`src/rtl/isqrt_pkg.sv`:
```
// Shared width helpers for the integer square root block.
package isqrt_pkg;

    // Width of the floor root of a value of the given width.
    function automatic int calc_root_width(input int in_width);
        return (in_width + 1) >> 1;
    endfunction

    // Width of a field padded up to whole bytes.
    function automatic int calc_byte_width(input int width);
        return ((width + 7) >> 3) << 3;
    endfunction

endpackage

```
`src/rtl/isqrt_cell.sv`:
```
// One cell of the square root chain: settles one root bit per transaction.
module isqrt_cell #(
    parameter int W2      = 32,
    parameter int BIT_POS = 30
) (
    input  logic          clk,
    input  logic          rst_n,
    input  logic          in_valid,
    output logic          in_ready,
    input  logic [W2-1:0] in_rem,
    input  logic [W2-1:0] in_acc,
    output logic          out_valid,
    input  logic          out_ready,
    output logic [W2-1:0] out_rem,
    output logic [W2-1:0] out_acc
);
    import isqrt_pkg::*;

    localparam logic [W2-1:0] BIT = {{(W2-1){1'b0}}, 1'b1} << BIT_POS;

    logic          valid_reg;
    logic          valid_next;
    logic [W2-1:0] rem_reg;
    logic [W2-1:0] rem_next;
    logic [W2-1:0] acc_reg;
    logic [W2-1:0] acc_next;
    logic [W2:0]   trial;
    logic          load;

    // A cell takes new data when empty or when its neighbor drains it.
    assign in_ready = !valid_reg || out_ready;
    assign load     = in_valid && in_ready;

    always_comb
    begin
        trial = {1'b0, in_acc} + {1'b0, BIT};
        if ({1'b0, in_rem} >= trial)
        begin
            rem_next = in_rem - trial[W2-1:0];
            acc_next = (in_acc >> 1) | BIT;
        end
        else
        begin
            rem_next = in_rem;
            acc_next = in_acc >> 1;
        end
        if (in_ready)
            valid_next = in_valid;
        else
            valid_next = valid_reg;
    end

    always_ff @(posedge clk or negedge rst_n)
    begin
        if (!rst_n)
            valid_reg <= 1'b0;
        else
            valid_reg <= valid_next;
    end

    always_ff @(posedge clk)
    begin
        if (load)
        begin
            rem_reg <= rem_next;
            acc_reg <= acc_next;
        end
    end

    assign out_valid = valid_reg;
    assign out_rem   = rem_reg;
    assign out_acc   = acc_reg;

endmodule

```
`src/rtl/integer_square_root_top.sv`:
```
// Top level of the integer square root: a chain of one cell per root bit.
//
//  channel   direction  tdata contents                         tlast/tuser
//  s_*       in         radicand, IN_WIDTH bits, byte padded   none
//  m_*       out        root, ceil(IN_WIDTH/2) bits, padded    none
//
// Each radicand passes through ceil(IN_WIDTH/2) cells, each of which registers
// its remainder and root accumulator before handing them to the next cell.
// The chain takes a new radicand every cycle while results drain.
// Reset clears the valid bit of every cell; data registers are not reset.
// A stall on m_tready backs up cell by cell; empty cells keep filling.
module integer_square_root_top #(
    parameter int IN_WIDTH = 32
) (
    input  logic clk,
    input  logic rst_n,
    input  logic s_tvalid,
    output logic s_tready,
    // [IN_WIDTH-1:0] radicand, upper bits padding
    input  logic [isqrt_pkg::calc_byte_width(IN_WIDTH)-1:0] s_tdata,
    output logic m_tvalid,
    input  logic m_tready,
    // [ROOT_WIDTH-1:0] root, upper bits zero
    output logic [isqrt_pkg::calc_byte_width(isqrt_pkg::calc_root_width(IN_WIDTH))-1:0]
        m_tdata
);
    import isqrt_pkg::*;

    localparam int RW     = calc_root_width(IN_WIDTH);
    localparam int W2     = 2 * RW;
    localparam int OUT_BW = calc_byte_width(RW);

    logic [W2-1:0] rem_w   [0:RW];
    logic [W2-1:0] acc_w   [0:RW];
    logic          valid_w [0:RW];
    logic          ready_w [0:RW];

    assign rem_w[0]   = {{(W2-IN_WIDTH){1'b0}}, s_tdata[IN_WIDTH-1:0]};
    assign acc_w[0]   = '0;
    assign valid_w[0] = s_tvalid;
    assign s_tready   = ready_w[0];

    for (genvar i = 0; i < RW; i++)
    begin : g_cell
        isqrt_cell #(
            .W2      (W2),
            .BIT_POS (W2 - 2 - 2 * i)
        ) u_cell (
            .clk       (clk),
            .rst_n     (rst_n),
            .in_valid  (valid_w[i]),
            .in_ready  (ready_w[i]),
            .in_rem    (rem_w[i]),
            .in_acc    (acc_w[i]),
            .out_valid (valid_w[i+1]),
            .out_ready (ready_w[i+1]),
            .out_rem   (rem_w[i+1]),
            .out_acc   (acc_w[i+1])
        );
    end

    assign ready_w[RW] = m_tready;
    assign m_tvalid    = valid_w[RW];

    // After the last cell the root sits in the low bits of the accumulator.
    if (OUT_BW > RW)
    begin : g_pad
        assign m_tdata = {{(OUT_BW-RW){1'b0}}, acc_w[RW][RW-1:0]};
    end
    else
    begin : g_nopad
        assign m_tdata = acc_w[RW][RW-1:0];
    end

endmodule

```
`config.mk`:
```
export PLATFORM = sky130hd
export DESIGN_NAME = integer_square_root_top
export DESIGN_NICKNAME = d
export VERILOG_FILES = /design/src/rtl/isqrt_pkg.sv /design/src/rtl/isqrt_cell.sv /design/src/rtl/integer_square_root_top.sv
export SDC_FILE = /design/constraint.sdc
export NUM_CORES = 1
export LEC_CHECK = 0
export BUFFER_PORTS_ARGS = -buffer_cell sky130_fd_sc_hd__buf_2
export CAP_MARGIN = 10
export CORE_AREA = 2 2 397 399
export CTS_BUF_LIST = sky130_fd_sc_hd__clkbuf_4
export DETAILED_ROUTE_END_ITERATION = 6
export DIE_AREA = 0 0 399 401
export PLACE_DENSITY = 0.62
export SLEW_MARGIN = 20
export SYNTH_ARGS = -nofsm -noshare
export SYNTH_HDL_FRONTEND = slang
export SYNTH_HIERARCHICAL = 1
export SYNTH_SLANG_ARGS = --single-unit
```
`constraint.sdc`:
```
create_clock -name clk -period 5.4 [get_ports clk]
set_clock_uncertainty 0.2 [all_clocks]
set_input_delay 0.54 -clock clk [delete_from_list [all_inputs] [get_ports clk]]
set_output_delay 0.54 -clock clk [all_outputs]
set_load 0.05 [all_outputs]
```
After elaboration in Yosys (flattened, before gate mapping)
Cells that the tools add are included.

Logic and storage cells: 172. Output and inout bits: 18. Bits of input ports: 36. Flip-flop bits (word level): 872.

Add/subtract/negate cells: 30. Reductions and logical operators: 48. Muxes and demuxes: 16. Magnitude comparators: 16.

Operators with widths (number): 32-bit by 33-bit >= comparator with 1-bit output (15); 32-bit two-way mux (15); 32-bit subtractor (14); 31-bit by 29-bit adder with 32-bit output, second input constant (1); 32-bit by 31-bit >= comparator with 1-bit output, second input constant (1); 32-bit by 31-bit subtractor with 32-bit output, second input constant (1); 30-bit by 27-bit adder with 31-bit output, second input constant (1); 31-bit two-way mux (1); 29-bit by 25-bit adder with 30-bit output, second input constant (1); 28-bit by 23-bit adder with 29-bit output, second input constant (1); 27-bit by 21-bit adder with 28-bit output, second input constant (1); 26-bit by 19-bit adder with 27-bit output, second input constant (1); 25-bit by 17-bit adder with 26-bit output, second input constant (1); 24-bit by 15-bit adder with 25-bit output, second input constant (1); 23-bit by 13-bit adder with 24-bit output, second input constant (1); 22-bit by 11-bit adder with 23-bit output, second input constant (1); 21-bit by 9-bit adder with 22-bit output, second input constant (1); 20-bit by 7-bit adder with 21-bit output, second input constant (1); 19-bit by 5-bit adder with 20-bit output, second input constant (1); 18-bit by 3-bit adder with 19-bit output, second input constant (1); 17-bit by 1-bit adder with 18-bit output, second input constant (1); 1-bit logical AND (16); 1-bit zero test (16); 1-bit logical OR (16).

Longest topological paths before layout
Gate-level depths: netlist (run 1).

Depth in word-level cells: 18. Gate-level depth with buffers: 19. Gate-level depth less buffers: 17.

Hierarchy
The synthesis (run 1) kept the hierarchy.

Modules (own cells, without submodules): isqrt_cell at g_cell[10].u_cell (cells an instance 455, times used 1, area each 4894.7 um^2, seq. area each 1916.8 um^2); isqrt_cell at g_cell[14].u_cell (cells an instance 467, times used 1, area each 4868.4 um^2, seq. area each 1916.8 um^2); isqrt_cell at g_cell[9].u_cell (cells an instance 438, times used 1, area each 4767.1 um^2, seq. area each 1916.8 um^2); isqrt_cell at g_cell[12].u_cell (cells an instance 449, times used 1, area each 4758.3 um^2, seq. area each 1916.8 um^2); isqrt_cell at g_cell[13].u_cell (cells an instance 414, times used 1, area each 4730.8 um^2, seq. area each 1916.8 um^2); isqrt_cell at g_cell[11].u_cell (cells an instance 426, times used 1, area each 4648.2 um^2, seq. area each 1916.8 um^2); isqrt_cell at g_cell[6].u_cell (cells an instance 440, times used 1, area each 4590.7 um^2, seq. area each 1916.8 um^2); isqrt_cell at g_cell[3].u_cell (cells an instance 421, times used 1, area each 4565.6 um^2, seq. area each 1916.8 um^2); isqrt_cell at g_cell[15].u_cell (cells an instance 460, times used 1, area each 4529.3 um^2, seq. area each 1916.8 um^2); isqrt_cell at g_cell[1].u_cell (cells an instance 404, times used 1, area each 4479.3 um^2, seq. area each 1916.8 um^2); isqrt_cell at g_cell[5].u_cell (cells an instance 451, times used 1, area each 4436.8 um^2, seq. area each 1916.8 um^2); isqrt_cell at g_cell[8].u_cell (cells an instance 422, times used 1, area each 4416.7 um^2, seq. area each 1916.8 um^2); isqrt_cell at g_cell[7].u_cell (cells an instance 398, times used 1, area each 4401.7 um^2, seq. area each 1916.8 um^2); isqrt_cell at g_cell[4].u_cell (cells an instance 403, times used 1, area each 4400.5 um^2, seq. area each 1916.8 um^2); 3 more rows.

Worst setup path after synthesis (run 1)
OpenSTA, ideal clock, no wires.

Kind: reg-to-reg. Start: reg g_cell[15].u_cell.valid_reg. End: reg g_cell[0].u_cell.acc_reg[0] (enable). Period minus slack after synthesis: 5095 ps. Buffers on the path: 0. Stages on the path, launching flop included: 18. Library setup time: 427 ps. Required time: 4773 ps. Data arrival time: 4468 ps. Path slack: 305 ps. Cell sequence: dfrtp_1 nand2b_1 nand2b_1 nand2b_1 nand2b_1 nand2b_1 nand2b_1 nand2b_1 nand2b_1 nand2b_1 nand2b_1 nand2b_1 nand2b_1 nand2b_1 nand2b_1 nand2b_1 nand2b_1 and2_1.

RTL lines: from (decl) (line isqrt_cell.sv:21) `logic valid_reg;`; from (signal assigned) (line isqrt_cell.sv:58) `valid_reg <= valid_next;`; to (signal assigned) (line isqrt_cell.sv:66) `acc_reg <= acc_next;`; to (decl) (line isqrt_cell.sv:25) `logic [W2-1:0] acc_reg;`.

==> flow_summary_export.csv, run 1 <==
group,metric,value,unit
route,wl_per_cell,19.8,microns
clock_network,htree_levels,5,
cells_and_area,fin_cells,9137,
critical_path,cp.arrival,4260,ps
placed_design,dpl.cell_count,8569,
clock_network,clk_path_buf_depth,4,
route,first_pass_iters,6,
yosys,syn_avg_cell_area,10.7,sq um
route,drtIter0Drc,3965,
power,leakage,31.3,nW
route,vias,51400,
yosys,syn_inst,6565,
cells_and_area,layout.nets,7478,
critical_path,crit_fanout,3,
power,p_clk_share,14.7,%
critical_path,criticalPathCategory,"register to output port",
placed_design,port_buffers,53,
clock_network,worstSkewPairLatency,1270,ps
timing,fin_crit,5000,ps
min_path,min_path_type,"register to register",
placed_design,post-place-ws,348,ps
die,initial_core_util,45.0,%
grt,first_global_vias,50000,
job,cap_viol_max_count,0,
grt,grt_pass1_wl,280000,microns
clock_network,clockRootBuffer,"clkbuf_4",
route,ant_nets,0,
timing,tns,0,ps
clock_network,cts_tree,"yes",
timing,maxSlewViolCount,0,
critical_path,cp-start-kind,"register",
power,power_density,599,nW/um^2
grt,grt_start_max_net_pins,64,
timing,setup_viol,0,
placed_design,place.gp.congestion,0.919,
grt,grt-ovfl-total,0,
die,rows,145,
clock_network,cts_buffers,286,
timing,timing_hold_violations_final,0,
die,dieArea,160000,sq um
timing,period_share,92.6,%
timing,worstMarginPinSlew,1020,ps
timing,final.setup.worst_slack,399,ps
timing,fmax,200,MHz
die,core-area,156000,sq um
clock_network,clock_sink_count,977,
grt,antenna_found_initial,4,
route,wirelength,180000,microns
placed_design,dp_hpwl,140000,microns
power,comb_power_share,55.1,%
cells_and_area,syn_to_final_growth,9.18,%
die,die_y,401,microns
power,intPower,0.0269,W
power,p_sw_share,41.4,%
route,routed_via_density,5.63,
yosys,yosys_warnings,6,
die,num_io_pins,54,
grt,grtUsageTotal,22.1,%
timing,max-slew-margin-rel,31.2,%
critical_path,critical_path_required,4660,ps
clock_network,postCtsSetupBuffers,0,
route,drc,0,
timing,whs,213,ps
power,ir_drop,0.249,mV
die,dieWidth,399,microns
power,p_seq_share,30.2,%
cells_and_area,drive_gt1_share,14.0,%
power,power.switching,0.0190,W
critical_path,cp-end-kind,"output port",
clock_network,clk_pin_slew_worst_paths,60,ps
run_status,run_status,"complete, no violations",
yosys,netlist_area,70100,sq um
[power groups by stage]
stage / clock network (W) / logic [W] / registers [W]
2_1_floorplan: 0 / 0.0203 / 0.0130
3_3_place_gp: 0 / 0.0246 / 0.0140
3_5_place_dp: 0 / 0.0248 / 0.0140
4_1_cts: 0.00704 / 0.0250 / 0.0139
5_1_grt: 0.00741 / 0.0276 / 0.0140
6_report: 0.00676 / 0.0253 / 0.0138
[placed cells by master, fill, tap and decap left out, drive strengths merged, types with 80 or more instances in the layout]
cell type,count
edfxtp,961
ha,530
a21oi,505
nand2,491
inv,409
clkbuf,391
mux2,344
xnor2,325
o21ai,323
xor2,293
nor2,291
nand3,266
a21o,243
and3,122
nand4,121
dlygate4sd3,98
nand2b,98
buf,95
conb,80
[routing by layer]
| layer | part of all wire (%) | vias to the layer above | global-route usage (%) |
|---|---|---|---|
| li1 | - | 25100 | - |
| met3 | 4.4 | 356 | 3.19 |
| met5 | 0 | - | 0 |
| met1 | 44 | 24600 | 28.7 |
| met4 | 3.1 | 0 | 7.80 |
| met2 | 48 | 1328 | 37.3 |
[cell type report]
class	count	area [sq um]
Multi-Input combinational cell	5035	38200
Fill cell	14300	79100
Antenna cell	10	25.0
Inverter	404	1520
Sequential cell	977	29300
Clock buffer	391	2940
Timing Repair Buffer	193	1680
Tap cell	2058	2570
Clock inverter	69	412
[path summary, 6_finish.rpt]
kind | from | to | slack (ps) | cells past startpoint
max | g_cell[15].u_cell/out_valid | s_tready | 400 | 17
min reg2reg | g_cell[8].u_cell/out_acc[7] | g_cell[9].u_cell/out_acc[6] | 210 | 0
min in group asynchronous | rst_n | g_cell[2].u_cell/out_valid | 260 | 3
min | g_cell[8].u_cell/out_acc[7] | g_cell[9].u_cell/out_acc[6] | 210 | 0
max reg2reg | g_cell[13].u_cell/out_acc[6] | g_cell[14].u_cell/out_rem[19] | 460 | 14
max in group asynchronous | rst_n | g_cell[11].u_cell/out_valid | 4260 | 3
[state kept, by name, indices dropped and copies added, names as in the netlist]
| signal | cells |
|---|---|
| g_cell.u_cell/out_acc | 481 |
| g_cell.u_cell/out_valid | 16 |
| g_cell.u_cell/out_rem | 480 |
[worst max-delay path: stages (launching register included)]
cell and delay [ps]:
dfrtp_1 340, nand2b_1 80, nand2b_1 170, nand2b_4 160, nand2b_1 170, nand2b_1 170
nand2b_1 170, nand2b_1 170, nand2b_1 170, nand2b_1 170, nand2b_1 170, nand2b_1 180
nand2b_4 150, nand2b_1 160, nand2b_1 170, nand2b_4 160, nand2b_4 140, buf_6 150
[stage by stage]
| step | util, % | cell area (sq um) | total power [W] |
|---|---|---|---|
| after floorplan | - | 70400 | 0.0333 |
| after global placement | 46.3 | 72100 | 0.0386 |
| after detailed placement | 46.4 | 72100 | 0.0388 |
| after CTS | 49.1 | 76500 | 0.0459 |
| after global routing | 49.2 | 76500 | 0.0490 |
| final | 49.2 | 76500 | 0.0459 |
[timing repair]
item                                   in CTS  in global routing
setup endpoints to repair                   0                  4
resized for setup                           0                  8
endpoints found under the hold margin     123                  0
hold buffers                               98                  0
Power figures use the tool's default switching activity.
==> run 2, diff against run 1 <==
- BUFFER_PORTS_ARGS: -buffer_cell sky130_fd_sc_hd__buf_2 -> -buffer_cell sky130_fd_sc_hd__buf_4
==> run 2 against run 1 <==
Via count is 0.42% lower. Critical endpoint unchanged. Register-to-register slack worse by 160 ps. Largest cell class unchanged. Critical path depth unchanged. Die area is the same. Critical path type unchanged.
==> flow_summary_export.csv, run 2 (synthesis gave the netlist of run 1 again) <==
group,metric,value,unit
power,p_seq_share,30.2,%
timing,timing_hold_violations_final,0,
die,dieArea,160000,sq um
power,power_density,597,nW/um^2
die,die_y,401,microns
route,wirelength,178000,microns
grt,first_global_vias,49700,
job,cap_viol_max_count,0,
power,power,0.0457,W
power,intPower,0.0269,W
grt,grt_start_max_net_pins,64,
clock_network,clk_pin_slew_worst_paths,70,ps
grt,grtUsageTotal,21.8,%
critical_path,crit_top_cell,"nand2b_1",
clock_network,worstSkewPairLatency,1260,ps
critical_path,cp.arrival,4370,ps
power,p_clk_share,14.6,%
timing,whs,196,ps
cells_and_area,post-route-util,49.2,%
power,leakage,31.3,nW
power,ir_drop,0.314,mV
route,ant_nets,0,
timing,setup_viol,0,
placed_design,place.gp.congestion,0.921,
critical_path,cp-start-kind,"register",
grt,antenna_found_initial,3,
route,first_pass_iters,6,
clock_network,clock_sink_count,977,
critical_path,criticalPathCategory,"register to output port",
placed_design,dpl.cell_count,8571,
critical_path,cp-end-kind,"output port",
timing,fmax,196,MHz
power,comb_power_share,55.2,%
min_path,min_path_type,"register to register",
cells_and_area,final_cell_mix,"edfxtp_1, ha_1, nand2_1",
timing,max-slew-margin-rel,24.0,%
route,drc,0,
power,power.switching,0.0189,W
die,rows,145,
critical_path,path_cells,"nand2b_1, nand2b_1, nand2b_1, nand2b_1, nand2b_1, nand2b_4, nand2b_4, nand2b_1, nand2b_1, nand2b_1, nand2b_1, nand2b_1, nand2b_1, nand2b_1, nand2b_1, nand2b_4, buf_6",
timing,maxSlewViolCount,0,
run_status,run_status,"complete, no violations",
cells_and_area,fill_cells,14400,
cells_and_area,mostFrequentLayoutCell,"edfxtp_1",
cells_and_area,fin_cells,9130,
route,routed_via_density,5.61,
timing,worstMarginPinSlew,1130,ps
cells_and_area,layout.nets,7477,
placed_design,dp_hpwl,139000,microns
clock_network,htree_levels,5,
critical_path,slowest_stage,"dfrtp_1",
grt,grt_pass1_wl,277000,microns
die,initial_core_util,45.0,%
clock_network,clk_path_buf_depth,4,
power,p_sw_share,41.2,%
route,drtIter0Drc,3911,
critical_path,critical_path_required,4660,ps
die,dieWidth,399,microns
timing,period_share,94.7,%
cells_and_area,largest_register_ffs,481,
die,num_io_pins,54,
clock_network,clockRootBuffer,"clkbuf_4",
critical_path,reg2regPathDepth,14,
critical_path,r2r_setup_slack,300,ps
timing,tns,0,ps
route,vias,51200,
route,wl_per_cell,19.5,microns
placed_design,port_buffers,53,
grt,grt-ovfl-total,0,
cells_and_area,drive_gt1_share,14.0,%
clock_network,cts_buffers,286,
clock_network,cts_tree,"yes",
cells_and_area,syn_to_final_growth,9.25,%
timing,fin_crit,5110,ps
critical_path,max_stage_delay,340,ps
critical_path,crit_fanout,3,
min_path,hold_depth,0,
die,core-area,156000,sq um
-- run 2: changes by cell type in the layout (fill, tap and decap cells not counted), sizes merged --
| cell | before | now |
|---|---|---|
| clkbuf | 391 | 392 |
| bufinv | 5 | 4 |
| clkinv | 59 | 57 |
| dlygate4sd3 | 98 | 95 |
| buf | 95 | 97 |
| inv | 409 | 408 |
| diode | 10 | 7 |
-- run 2: final cells by class --
| class | instances | area [sq um] | area share (%) |
|---|---|---|---|
| Timing Repair Buffer | 192 | 1780 | 2.32 |
| Antenna cell | 7 | 17.5 | 0.0229 |
| Clock inverter | 65 | 370 | 0.484 |
| Clock buffer | 392 | 2940 | 3.84 |
| Sequential cell | 977 | 29300 | 38.2 |
| Multi-Input combinational cell | 5035 | 38100 | 49.8 |
| Inverter | 404 | 1520 | 1.98 |
| Tap cell | 2058 | 2570 | 3.36 |
-- run 2: power by group through the flow --
stage / sequential [W] / combinational, W / clock [W]
final: 0.0138 / 0.0252 / 0.00666
after global routing: 0.0140 / 0.0276 / 0.00730
after CTS: 0.0139 / 0.0250 / 0.00692
after detailed placement: 0.0140 / 0.0247 / 0
after global placement: 0.0141 / 0.0245 / 0
after floorplan: 0.0130 / 0.0203 / 0
-- run 2: per-stage QoR --
stage | instance area (sq um) | worst slack [ps]
final | 76600 | 286
after global routing | 76600 | -5.53
after CTS | 76500 | 41.9
after detailed placement | 72300 | 448
after global placement | 72300 | 470
after floorplan | 70400 | 305
-- run 2: worst paths after layout --
path / start / to
max in group asynchronous: rst_n / g_cell[4].u_cell/out_valid
max reg2reg: g_cell[12].u_cell/out_acc[13] / g_cell[13].u_cell/out_rem[2]
max: g_cell[15].u_cell/out_valid / s_tready
min in group asynchronous: rst_n / g_cell[13].u_cell/out_valid
min: g_cell[10].u_cell/out_acc[3] / g_cell[11].u_cell/out_acc[2]
min reg2reg: g_cell[10].u_cell/out_acc[3] / g_cell[11].u_cell/out_acc[2]
-- run 2: layer usage --
layer	wire length (microns)	share of wire [%]	GRT usage, %	up-vias
met5	0	0	0	-
met4	4700	2.6	6.91	0
met3	7420	4.2	2.90	317
met2	86600	49	37.0	1264
met1	79700	45	28.8	24500
li1	-	-	-	25100
-- run 2: critical path, delay by kind of cell, from the launching register on --
| family | cells | cell delay (ps) |
|---|---|---|
| buffers and inverters | 1 | 150 |
| flip-flops | 1 | 340 |
| AND/OR/NAND/NOR | 16 | 2600 |
-- run 2: what timing repair did --
| action | CTS | global route |
|---|---|---|
| hold buffers | 95 | 0 |
| buffers inserted | 0 | 0 |
| setup endpoints to repair | 0 | 1 |
| resized for setup | 0 | 4 |
| endpoints found under the hold margin | 97 | 0 |
